===== src/sv/btrr_pkg.sv =====
// ----------------------------------------------------------------------------
// btrr_pkg
// Types, constants and the doubled-area function of the row raster unit.
// ----------------------------------------------------------------------------
package btrr_pkg;

	localparam int QUEUE_DEPTH = 2;

	// One classified triangle row handed from front to back
	typedef struct packed {
		logic               culled;
		logic               single;
		logic [5:0]         row;
		logic [5:0]         x0;
		logic [5:0]         x1;
		logic signed [15:0] sa;
		logic signed [15:0] sb;
		logic signed [15:0] sc;
		logic signed [6:0]  da;
		logic signed [6:0]  db;
		logic signed [6:0]  dc;
		logic [12:0]        total;
		logic [7:0]         az;
		logic [7:0]         bz;
		logic [7:0]         cz;
	} job_t;

	typedef enum logic [3:0] {
		ST_IDLE = 4'b0001,
		ST_COL  = 4'b0010,
		ST_DIV  = 4'b0100,
		ST_EMIT = 4'b1000
	} back_state_t;

	// Doubled signed area of triangle (a, b, c)
	function automatic logic signed [15:0] area2(
		input logic [5:0] ax, input logic [5:0] ay,
		input logic [5:0] bx, input logic [5:0] by,
		input logic [5:0] cx, input logic [5:0] cy);
		logic signed [7:0]  d0, d1, d2;
		logic signed [7:0]  s0, s1, s2;
		logic signed [15:0] p0, p1, p2;
		d0 = signed'({2'b0, by}) - signed'({2'b0, ay});
		d1 = signed'({2'b0, cy}) - signed'({2'b0, by});
		d2 = signed'({2'b0, ay}) - signed'({2'b0, cy});
		s0 = signed'({1'b0, 7'({1'b0, bx} + {1'b0, ax})});
		s1 = signed'({1'b0, 7'({1'b0, cx} + {1'b0, bx})});
		s2 = signed'({1'b0, 7'({1'b0, ax} + {1'b0, cx})});
		p0 = 16'(d0 * s0);
		p1 = 16'(d1 * s1);
		p2 = 16'(d2 * s2);
		return p0 + p1 + p2;
	endfunction

endpackage


===== src/sv/btrr_queue.sv =====
// ----------------------------------------------------------------------------
// btrr_queue
// Two-entry job queue between the classifying front and the column walker.
// ----------------------------------------------------------------------------
module btrr_queue (
	input  logic           clk,
	input  logic           arst_n,
	input  logic           wr_valid,
	output logic           wr_ready,
	input  btrr_pkg::job_t wr_job,
	output logic           rd_valid,
	input  logic           rd_ready,
	output btrr_pkg::job_t rd_job
);
	import btrr_pkg::*;

	job_t       mem_q [QUEUE_DEPTH];
	logic       wr_ptr_q;
	logic       rd_ptr_q;
	logic [1:0] count_q;
	logic       push;
	logic       pop;

	assign wr_ready = (count_q != 2'(QUEUE_DEPTH));
	assign rd_valid = (count_q != 2'd0);
	assign rd_job   = mem_q[rd_ptr_q];
	assign push     = wr_valid && wr_ready;
	assign pop      = rd_valid && rd_ready;

	// Store job
	always_ff @(posedge clk) begin
		if (push) begin
			mem_q[wr_ptr_q] <= wr_job;
		end
	end

	// Advance pointers and fill level
	always_ff @(posedge clk or negedge arst_n) begin
		if (!arst_n) begin
			wr_ptr_q <= 1'b0;
			rd_ptr_q <= 1'b0;
			count_q  <= 2'd0;
		end else begin
			if (push) wr_ptr_q <= ~wr_ptr_q;
			if (pop) rd_ptr_q <= ~rd_ptr_q;
			if (push && !pop) count_q <= count_q + 2'd1;
			else if (pop && !push) count_q <= count_q - 2'd1;
		end
	end
endmodule


===== config.mk =====
export PLATFORM = sky130hd
export DESIGN_NAME = btrr_queue
export DESIGN_NICKNAME = d
export VERILOG_FILES = /design/src/sv/btrr_pkg.sv /design/src/sv/btrr_queue.sv
export SDC_FILE = /design/constraint.sdc
export NUM_CORES = 1
export LEC_CHECK = 0
export ABC_AREA = 1
export BUFFER_PORTS_ARGS = -buffer_cell sky130_fd_sc_hd__buf_2
export CORE_ASPECT_RATIO = 0.6
export CORE_MARGIN = 2
export CORE_UTILIZATION = 52
export DETAILED_ROUTE_END_ITERATION = 6
export PLACE_DENSITY = 0.79
export SETUP_SLACK_MARGIN = 0.05
export SYNTH_ARGS = -nofsm -noshare
export SYNTH_HDL_FRONTEND = slang
export SYNTH_SLANG_ARGS = --single-unit

===== constraint.sdc =====
create_clock -name clk -period 9.4 [get_ports clk]
set_clock_uncertainty 0.2 [all_clocks]
set_input_delay 1.41 -clock clk [delete_from_list [all_inputs] [get_ports clk]]
set_output_delay 1.41 -clock clk [all_outputs]
set_load 0.005 [all_outputs]

==> results.py <==
metrics = {
    "outcome": {
        "status": "finished clean",
    },
    "layout": {
        "fillers": 1237,
        "final_cell_mix": "388 x nand2_1, 257 x buf_2, 252 x edfxtp_1",
        "layoutNonFillerInstCount": 1198,
        "syn_to_final_growth_pct": 24.6,
        "nNetsFinal": 1078,
        "drive_above_1_share_pct": 31.4,
        "mostFrequentLayoutCell": "nand2_1",
    },
    "global_route": {
        "grt_usage_pct": 19.4,
        "antenna_found_initial": 5,
        "grt_pass1_wl_um": 27900,
        "overflow": 0,
        "grt_start_max_net_pins": 99,
        "grt_pass1_vias": 5384,
    },
    "routing": {
        "num_vias": 5738,
        "wl_per_cell_um": 15.6,
        "drtIter0Drc": 552,
        "finalWirelength_um": 18700,
        "dr.pass1.iters": 4,
        "ant_nets": 0,
        "drc": 0,
        "viasPerCell": 4.79,
    },
    "timing": {
        "fin_ws_ns": 4.96,
        "setup_viol": 0,
        "worst_slew_pin_slew_ns": 1.07,
        "finalHoldViolCount": 0,
        "period_share_pct": 47.3,
        "grt_setup_unrepaired": "false",
        "relSlewSlack_pct": 28.4,
        "max_clock_freq_ghz": 0.225,
        "setup-tns-final_ns": 0,
        "slew_viol_final": 0,
        "min_period_ns": 4.44,
    },
    "floorplan": {
        "dieArea_mm2": 0.0191,
        "io_pins": 258,
        "num_rows": 37,
        "initial_core_util_pct": 53.8,
        "die_h_um": 108,
        "core_mm2": 0.0174,
        "die_w_um": 177,
    },
    "cts": {
        "htreeDepth": 1,
        "cts.sinks": 256,
        "post_cts_buffers": 0,
        "cts_root_buf": "clkbuf_16",
        "max-clock-path-buffers": 3,
        "clkLatencyLatePin_ns": 0.49,
        "clk_pin_slew_worst_paths_ns": 0.06,
        "postCtsHoldBufs": 0,
        "cts_buffers": 23,
        "cts_resized": 0,
        "cts_tree": "yes",
    },
    "yosys": {
        "yosys.area.top_type_share_pct": 81.0,
        "syn_area_mm2": 0.00934,
        "synth.area.top_cells": "edfxtp_1 81%, nand2_1 16%, dfrtp_1 1.1%, buf_2 0.64%, buf_4 0.48%",
        "ys_seq_elements": 256,
        "syn-mean-instance-area_um2": 13.6,
        "syn_nets": 817,
        "yosys.area.top_type": "edfxtp_1",
        "synthCells": 686,
        "yosys_warnings": 0,
        "yosysSeqAreaShare_pct": 82.1,
        "synth_cell_type_count": 14,
    },
    "power_and_ir_drop": {
        "ir_worst_vdd_v": 0.000206,
        "p_per_area_mw_per_mm2": 311,
        "p_total_mw": 3.62,
        "p_leak_nw": 5.04,
    },
    "critical_path": {
        "end_kind": "primary output",
        "arrival_ns": 2.83,
        "setup.worst_path.start_class": "flip-flop",
        "worstPathMaxFanout": 98,
        "cp.required_ns": 7.79,
        "path_class": "reg -> out",
    },
    "placed_design": {
        "routabilityCongestion": 0.758,
        "port_buffers": 257,
        "placed_cells": 1156,
        "dp_slack_ns": 4.98,
        "hpwlAfterDp_um": 12000,
    },
    "flow_run": {
        "maxCapViolCount": 0,
    },
    "hold_path": {
        "hold_path.class": "reg -> reg",
    },
}
## cell families after synthesis
logic type               count (synthesis)  synth area share (%)
adder cells (fa/ha/maj)                  1                 0.134
buffers and inverters                   34                  1.77
XOR/XNOR                                 2                 0.188
AND/OR/NAND/NOR                        393                  15.8
flip-flops                             256                  82.1
## layer usage
| layer | global-route usage (%) | vias up | share of wire [%] |
|---|---|---|---|
| met5 | 0 | - | 0.14 |
| met4 | 3.66 | 6 | 1.4 |
| met3 | 7.73 | 27 | 11 |
| met2 | 31.0 | 234 | 45 |
| met1 | 25.5 | 2633 | 42 |
| li1 | - | 2838 | - |
## power by group
part	total, mW	leakage [nW]	switching [mW]	internal [mW]
registers	1.64	2.39	0.0786	1.56
clock network	0.966	0.385	0.381	0.585
logic	1.02	2.26	0.661	0.355
## worst max-delay path: stages, from the launching register on
cell and delay, ns:
dfrtp_4 0.66, inv_4 0.33, buf_4 0.82, nand2_1 0.11
nand2_1 0.16, buf_2 0.13
## Yosys cell counts
cell type and number:
buf_4 6, dfrtp_1 4, xor2_1 1, inv_1 6, nand2_1 388, clkbuf_1 9
ha_1 1, nand4_1 1, buf_2 12, nor2_1 2, nand3_1 2, xnor2_1 1
edfxtp_1 252, inv_2 1
## metrics by stage
stage	hold WS, ns	utilization, %	area (um2)
2_1_floorplan	0.262	-	9340
3_3_place_gp	0.287	62.5	10800
3_5_place_dp	0.299	62.5	10800
4_1_cts	0.312	67.0	11600
5_1_grt	0.336	67.0	11600
6_report	0.308	67.0	11600
## area by class of cell
cell class	count	area [um2]	area share [%]
flip-flops and latches	256	7670	65.9
clock inverters	15	203	1.74
multi-input cells	396	1530	13.1
well taps	234	293	2.52
inverters	7	28.8	0.247
diodes	2	5.00	0.0430
repair buffers	263	1330	11.4
clock buffers	25	583	5.01
## worst paths after layout
path                       startpoint            to  slack (ns)  cells past startpoint
max reg2reg                count_q[0]  mem_q[1][81]        5.98                      6
max                          rd_ptr_q    rd_job[28]        4.96                      5
min reg2reg                count_q[1]    count_q[1]        0.31                      2
max in group asynchronous      arst_n      rd_ptr_q        8.34                      1
min                        count_q[1]    count_q[1]        0.31                      2
min in group asynchronous      arst_n    count_q[0]        0.52                      1
## sequential cells by signal, indices dropped and copies added (netlist names)
name	flops
wr_ptr_q	1
mem_q	252
count_q	2
rd_ptr_q	1
(Power assumes the default switching activity.)
