==> src/sv/btrr_pkg.sv <==
// ----------------------------------------------------------------------------
// btrr_pkg
// Types, constants and the doubled-area function of the row raster unit.
// ----------------------------------------------------------------------------
package btrr_pkg;

	localparam int QUEUE_DEPTH = 2;

	// One classified triangle row handed from front to back
	typedef struct packed {
		logic               culled;
		logic               single;
		logic [5:0]         row;
		logic [5:0]         x0;
		logic [5:0]         x1;
		logic signed [15:0] sa;
		logic signed [15:0] sb;
		logic signed [15:0] sc;
		logic signed [6:0]  da;
		logic signed [6:0]  db;
		logic signed [6:0]  dc;
		logic [12:0]        total;
		logic [7:0]         az;
		logic [7:0]         bz;
		logic [7:0]         cz;
	} job_t;

	typedef enum logic [3:0] {
		ST_IDLE = 4'b0001,
		ST_COL  = 4'b0010,
		ST_DIV  = 4'b0100,
		ST_EMIT = 4'b1000
	} back_state_t;

	// Doubled signed area of triangle (a, b, c)
	function automatic logic signed [15:0] area2(
		input logic [5:0] ax, input logic [5:0] ay,
		input logic [5:0] bx, input logic [5:0] by,
		input logic [5:0] cx, input logic [5:0] cy);
		logic signed [7:0]  d0, d1, d2;
		logic signed [7:0]  s0, s1, s2;
		logic signed [15:0] p0, p1, p2;
		d0 = signed'({2'b0, by}) - signed'({2'b0, ay});
		d1 = signed'({2'b0, cy}) - signed'({2'b0, by});
		d2 = signed'({2'b0, ay}) - signed'({2'b0, cy});
		s0 = signed'({1'b0, 7'({1'b0, bx} + {1'b0, ax})});
		s1 = signed'({1'b0, 7'({1'b0, cx} + {1'b0, bx})});
		s2 = signed'({1'b0, 7'({1'b0, ax} + {1'b0, cx})});
		p0 = 16'(d0 * s0);
		p1 = 16'(d1 * s1);
		p2 = 16'(d2 * s2);
		return p0 + p1 + p2;
	endfunction

endpackage

==> src/sv/btrr_back.sv <==
// ----------------------------------------------------------------------------
// btrr_back
// Column walker: edge test per column, radix-2 depth divide, result register.
// ----------------------------------------------------------------------------
module btrr_back (
	input  logic           clk,
	input  logic           arst_n,
	input  logic           job_valid,
	output logic           job_ready,
	input  btrr_pkg::job_t job,
	output logic           out_valid,
	input  logic           out_ready,
	output logic [5:0]     pixel_x,
	output logic [5:0]     pixel_y,
	output logic [7:0]     depth,
	output logic           covered,
	output logic           culled,
	output logic           last
);
	import btrr_pkg::*;

	back_state_t        state_q;
	job_t               job_q;
	logic [5:0]         x_q;
	logic signed [15:0] sa_q, sb_q, sc_q;
	logic               cov_q;
	logic [20:0]        rem_q;
	logic [19:0]        dvs_q;
	logic [7:0]         quo_q;
	logic [2:0]         cnt_q;
	logic               out_valid_q;
	logic               slot_free;
	logic               col_cov;
	logic               col_last;
	logic [20:0]        num;
	logic               ge;

	assign job_ready = (state_q == ST_IDLE);
	assign slot_free = !out_valid_q || out_ready;
	assign col_cov   = !sa_q[15] && !sb_q[15] && !sc_q[15];
	assign col_last  = job_q.single || (x_q == job_q.x1);
	assign num       = 21'(sa_q[12:0] * job_q.az) + 21'(sb_q[12:0] * job_q.bz)
	                 + 21'(sc_q[12:0] * job_q.cz);
	assign ge        = (rem_q >= {1'b0, dvs_q});
	assign out_valid = out_valid_q;

	// Walk columns of the current job
	always_ff @(posedge clk or negedge arst_n) begin
		if (!arst_n) begin
			state_q <= ST_IDLE;
		end else begin
			unique case (state_q)
				ST_IDLE: if (job_valid) state_q <= job.single ? ST_EMIT : ST_COL;
				ST_COL:  state_q <= col_cov ? ST_DIV : ST_EMIT;
				ST_DIV:  if (cnt_q == 3'd0) state_q <= ST_EMIT;
				ST_EMIT: if (slot_free) state_q <= col_last ? ST_IDLE : ST_COL;
				default: state_q <= ST_IDLE;
			endcase
		end
	end

	// Datapath registers
	always_ff @(posedge clk) begin
		unique case (state_q)
			ST_IDLE: begin
				job_q <= job;
				x_q   <= job.x0;
				sa_q  <= job.sa;
				sb_q  <= job.sb;
				sc_q  <= job.sc;
				cov_q <= 1'b0;
			end
			ST_COL: begin
				cov_q <= col_cov;
				rem_q <= num;
				dvs_q <= {job_q.total, 7'd0};
				quo_q <= 8'd0;
				cnt_q <= 3'd7;
			end
			ST_DIV: begin
				if (ge) rem_q <= rem_q - {1'b0, dvs_q};
				quo_q <= {quo_q[6:0], ge};
				dvs_q <= {1'b0, dvs_q[19:1]};
				cnt_q <= cnt_q - 3'd1;
			end
			ST_EMIT: begin
				if (slot_free && !col_last) begin
					x_q  <= x_q + 6'd1;
					sa_q <= sa_q + 16'(job_q.da);
					sb_q <= sb_q + 16'(job_q.db);
					sc_q <= sc_q + 16'(job_q.dc);
				end
			end
			default: begin
			end
		endcase
	end

	// Load result register
	always_ff @(posedge clk) begin
		if (state_q == ST_EMIT && slot_free) begin
			pixel_x <= job_q.single ? 6'd0 : x_q;
			pixel_y <= job_q.row;
			depth   <= cov_q ? quo_q : 8'd0;
			covered <= cov_q;
			culled  <= job_q.culled;
			last    <= col_last;
		end
	end

	always_ff @(posedge clk or negedge arst_n) begin
		if (!arst_n) begin
			out_valid_q <= 1'b0;
		end else if (state_q == ST_EMIT && slot_free) begin
			out_valid_q <= 1'b1;
		end else if (out_ready) begin
			out_valid_q <= 1'b0;
		end
	end
endmodule

==> config.mk <==
export PLATFORM = sky130hd
export DESIGN_NAME = btrr_back
export DESIGN_NICKNAME = d
export VERILOG_FILES = /design/src/sv/btrr_pkg.sv /design/src/sv/btrr_back.sv
export SDC_FILE = /design/constraint.sdc
export NUM_CORES = 1
export LEC_CHECK = 0
export BUFFER_PORTS_ARGS = -buffer_cell sky130_fd_sc_hd__buf_2
export CORE_UTILIZATION = 45
export DETAILED_ROUTE_END_ITERATION = 10
export PLACE_DENSITY = 0.66
export SYNTH_ARGS = -nofsm -noshare
export SYNTH_HDL_FRONTEND = slang
export SYNTH_SLANG_ARGS = --single-unit
export TNS_END_PERCENT = 5
==> constraint.sdc <==
create_clock -name clk -period 15.14 [get_ports clk]
set_input_delay 0.757 -clock clk [delete_from_list [all_inputs] [get_ports clk]]
set_output_delay 0.757 -clock clk [all_outputs]
set_load 0.02 [all_outputs]
==> flow_summary.json <==
{
  "synth_top_area_share_pct": 29.4,
  "syn-num-nets": 2572,
  "drv_slew": 0,
  "postRouteAntennaNets": 0,
  "crit_fanout": 13,
  "dieArea_um2": 46700,
  "worstPathArrival_ns": 7.22,
  "fmax_ghz": 0.144,
  "worst-r2r-cell-count": 21,
  "grt_antenna_before_repair": 0,
  "synthArstFlopShare_pct": 2.42,
  "clock-sinks": 207,
  "holdPathStages": 1,
  "root_buffer": "clkbuf_16",
  "placed_area_um2": 22000,
  "post_cts_buffers": 0,
  "diodes": 0,
  "grt_max_degree": 71,
  "start_kind": "flip-flop",
  "vias": 14229,
  "rsz0062_at_grt": "no",
  "busiest_layer": "met2",
  "hold_viol": 0,
  "layout_min_cycle_time_ns": 6.94,
  "synth-edff-count": 202,
  "clock_skew_ns": 0.0182,
  "use_met2_pct": 37.0,
  "met1_usage_pct": 29.2,
  "end_kind": "flip-flop",
  "hp-class": "input pin to flip-flop",
  "routed_wl_mm": 48.9,
  "synth_seq_cells": 207,
  "finalSetupTns_ns": 0,
  "cp_data_required_time_ns": 15.43,
  "gp_congestion": 0.921,
  "synth_area_leader_cell": "edfxtp_1",
  "grt_first_pass_wirelength_mm": 78.7,
  "hp-start": "job[110]",
  "ys_top_cells_by_area": "edfxtp_1 (29%), fa_1 (26%), ha_1 (10%)",
  "syn_inst": 2006,
  "grtUsageTotal_pct": 21.6,
  "yosysSeqAreaShare_pct": 30.0,
  "dpl.hpwl_mm": 39.7,
  "drt_pre_antenna_iters": 5,
  "fin_crit_sh_pct": 45.8,
  "syn_area_um2": 20600,
  "design_area_um2": 22900,
  "area_growth_syn_to_layout_pct": 11.3,
  "die_width_um": 216,
  "route.detailed.drc": 0,
  "dieHeight_um": 216,
  "synth-warning-count": 0,
  "drive_above_1_share_pct": 10.0,
  "routedWlPerCell_um": 17.7,
  "fin_nets": 2712,
  "grt_remaining_overflow": 0,
  "clock_latency_ns": 0.56,
  "cts_tree": "built",
  "viasPerCell": 5.15,
  "r2r_slack_ns": 8.20,
  "synthFlopType": "edfxtp_1",
  "slew_headroom_pct": 14.2,
  "final_common_cell": "inv_1",
  "status": "completed",
  "clockBufferDepth": 3,
  "io_buffers": 154,
  "layout_common_cells": "inv_1 (377), fa_1 (272), nand2_1 (244)",
  "ys_types": 55,
  "ios": 155,
  "crit_type": "flip-flop to flip-flop",
  "avgSynthCellArea_um2": 10.3,
  "final-setup-viol-count": 0,
  "grt_pass1_vias": 14792,
  "cts_htree_levels": 1,
  "rows": 78,
  "r2r-end": "rem_q[20]",
  "grt_use_met3_pct": 2.76,
  "core_um2": 45300,
  "clk_pin_slew_ns": 0.07,
  "drv_cap": 0,
  "reg2reg_from": "job_q[18]",
  "start_util_pct": 45.5,
  "drt_iter0_drc": 850,
  "worstMarginPinSlew_ns": 1.29,
  "cts_inserted_buffers": 26,
  "holdPathEnd": "job_q[110]"
}
metrics by stage:
step / utilization [%] / instances / hold slack [ns] / worst slack, ns
after floorplan: - / 2006 / 0.400 / 8.79
after global placement: 48.7 / 2717 / 0.401 / 8.30
after detailed placement: 48.7 / 2717 / 0.405 / 8.22
after CTS: 50.7 / 2764 / 0.329 / 8.21
after global routing: 50.7 / 2764 / 0.350 / 7.91
final: 50.7 / 2764 / 0.369 / 8.20
worst max-delay path: stages (launching register included):
cell and delay, ns:
edfxtp_1 0.58, and2_1 0.26, fa_1 0.47, fa_1 0.58, inv_1 0.08, fa_1 0.50, fa_1 0.52, inv_1 0.06
fa_1 0.51, fa_1 0.50, inv_1 0.05, fa_1 0.47, inv_1 0.04, ha_1 0.32, and3_1 0.20, a221oi_1 0.35
a21oi_1 0.18, a31oi_1 0.35, o2111a_1 0.29, o31ai_1 0.10, xnor2_1 0.17, mux2i_1 0.09
how the worst max path moves through the flow:
stage / startpoint / end / slack [ns] / depth (start not counted)
after floorplan: job_q[19] / rem_q[20] / 8.79 / 23
after global placement: job_q[16] / rem_q[20] / 8.30 / 21
after detailed placement: job_q[16] / rem_q[20] / 8.22 / 21
after CTS: job_q[18] / rem_q[20] / 8.21 / 21
after global routing: job_q[18] / rem_q[20] / 7.91 / 21
final: job_q[18] / rem_q[20] / 8.20 / 21
routing by layer:
layer	vias up	wire length, um
met1	7177	21600
met4	0	990
met2	286	24300
met5	-	0
met3	53	2100
li1	6713	-
logic make-up (layout without fill, tap and decap cells):
family,count (synthesis),count (layout),share of synthesized area [%]
AOI/OAI and AO/OA,245,245,7.54
xor gates and xnor gates,87,87,3.70
adders and majority gates,436,436,36.4
buffers and inverters,428,586,7.79
DFF,207,207,30.0
muxes,4,4,0.206
and+or+nand+nor,599,599,14.4
layout make-up:
| class | instances | area [um2] |
|---|---|---|
| inverters | 378 | 1420 |
| well taps | 600 | 751 |
| flip-flops and latches | 207 | 6190 |
| repair buffers | 162 | 833 |
| clock buffers | 30 | 666 |
| clock inverters | 16 | 231 |
| multi-input cells | 1371 | 12900 |
| fillers | 4180 | 22300 |
sequential cells by signal, summed over array words and instances, names as in the netlist:
register   count
x_q            6
cnt_q          3
last           1
culled         1
quo_q          8
pixel_x        6
sb_q          16
job_q         72
covered        1
out_valid      1
pixel_y        6
dvs_q         20
depth          8
state_q        4
cov_q          1
rem_q         21
sc_q          16
sa_q          16
Yosys cell counts, types with 6 or more instances:
cell type  count
a21o_1        18
nor3_1        20
and3_1         7
inv_1        378
nand3_1       16
clkbuf_1      46
nor2_1        60
o21a_1        16
fa_1         272
or3_1         13
nor2b_1       18
nand2_1      244
a31oi_1       16
o31ai_1       10
edfxtp_1     202
and2_1       195
xnor2_1       42
nand2b_1      11
ha_1         164
o2111ai_1      6
xor2_1        45
o21ai_0       84
a21oi_1       53
a211oi_1       6
timing repair:
action                                 CTS  global route
resized for setup                        0             0
endpoints found under the hold margin    4             0
hold buffers                             1             0
Power is not shown: default switching activity piles up to over one toggle a cycle in this logic, so the estimate is an artifact.
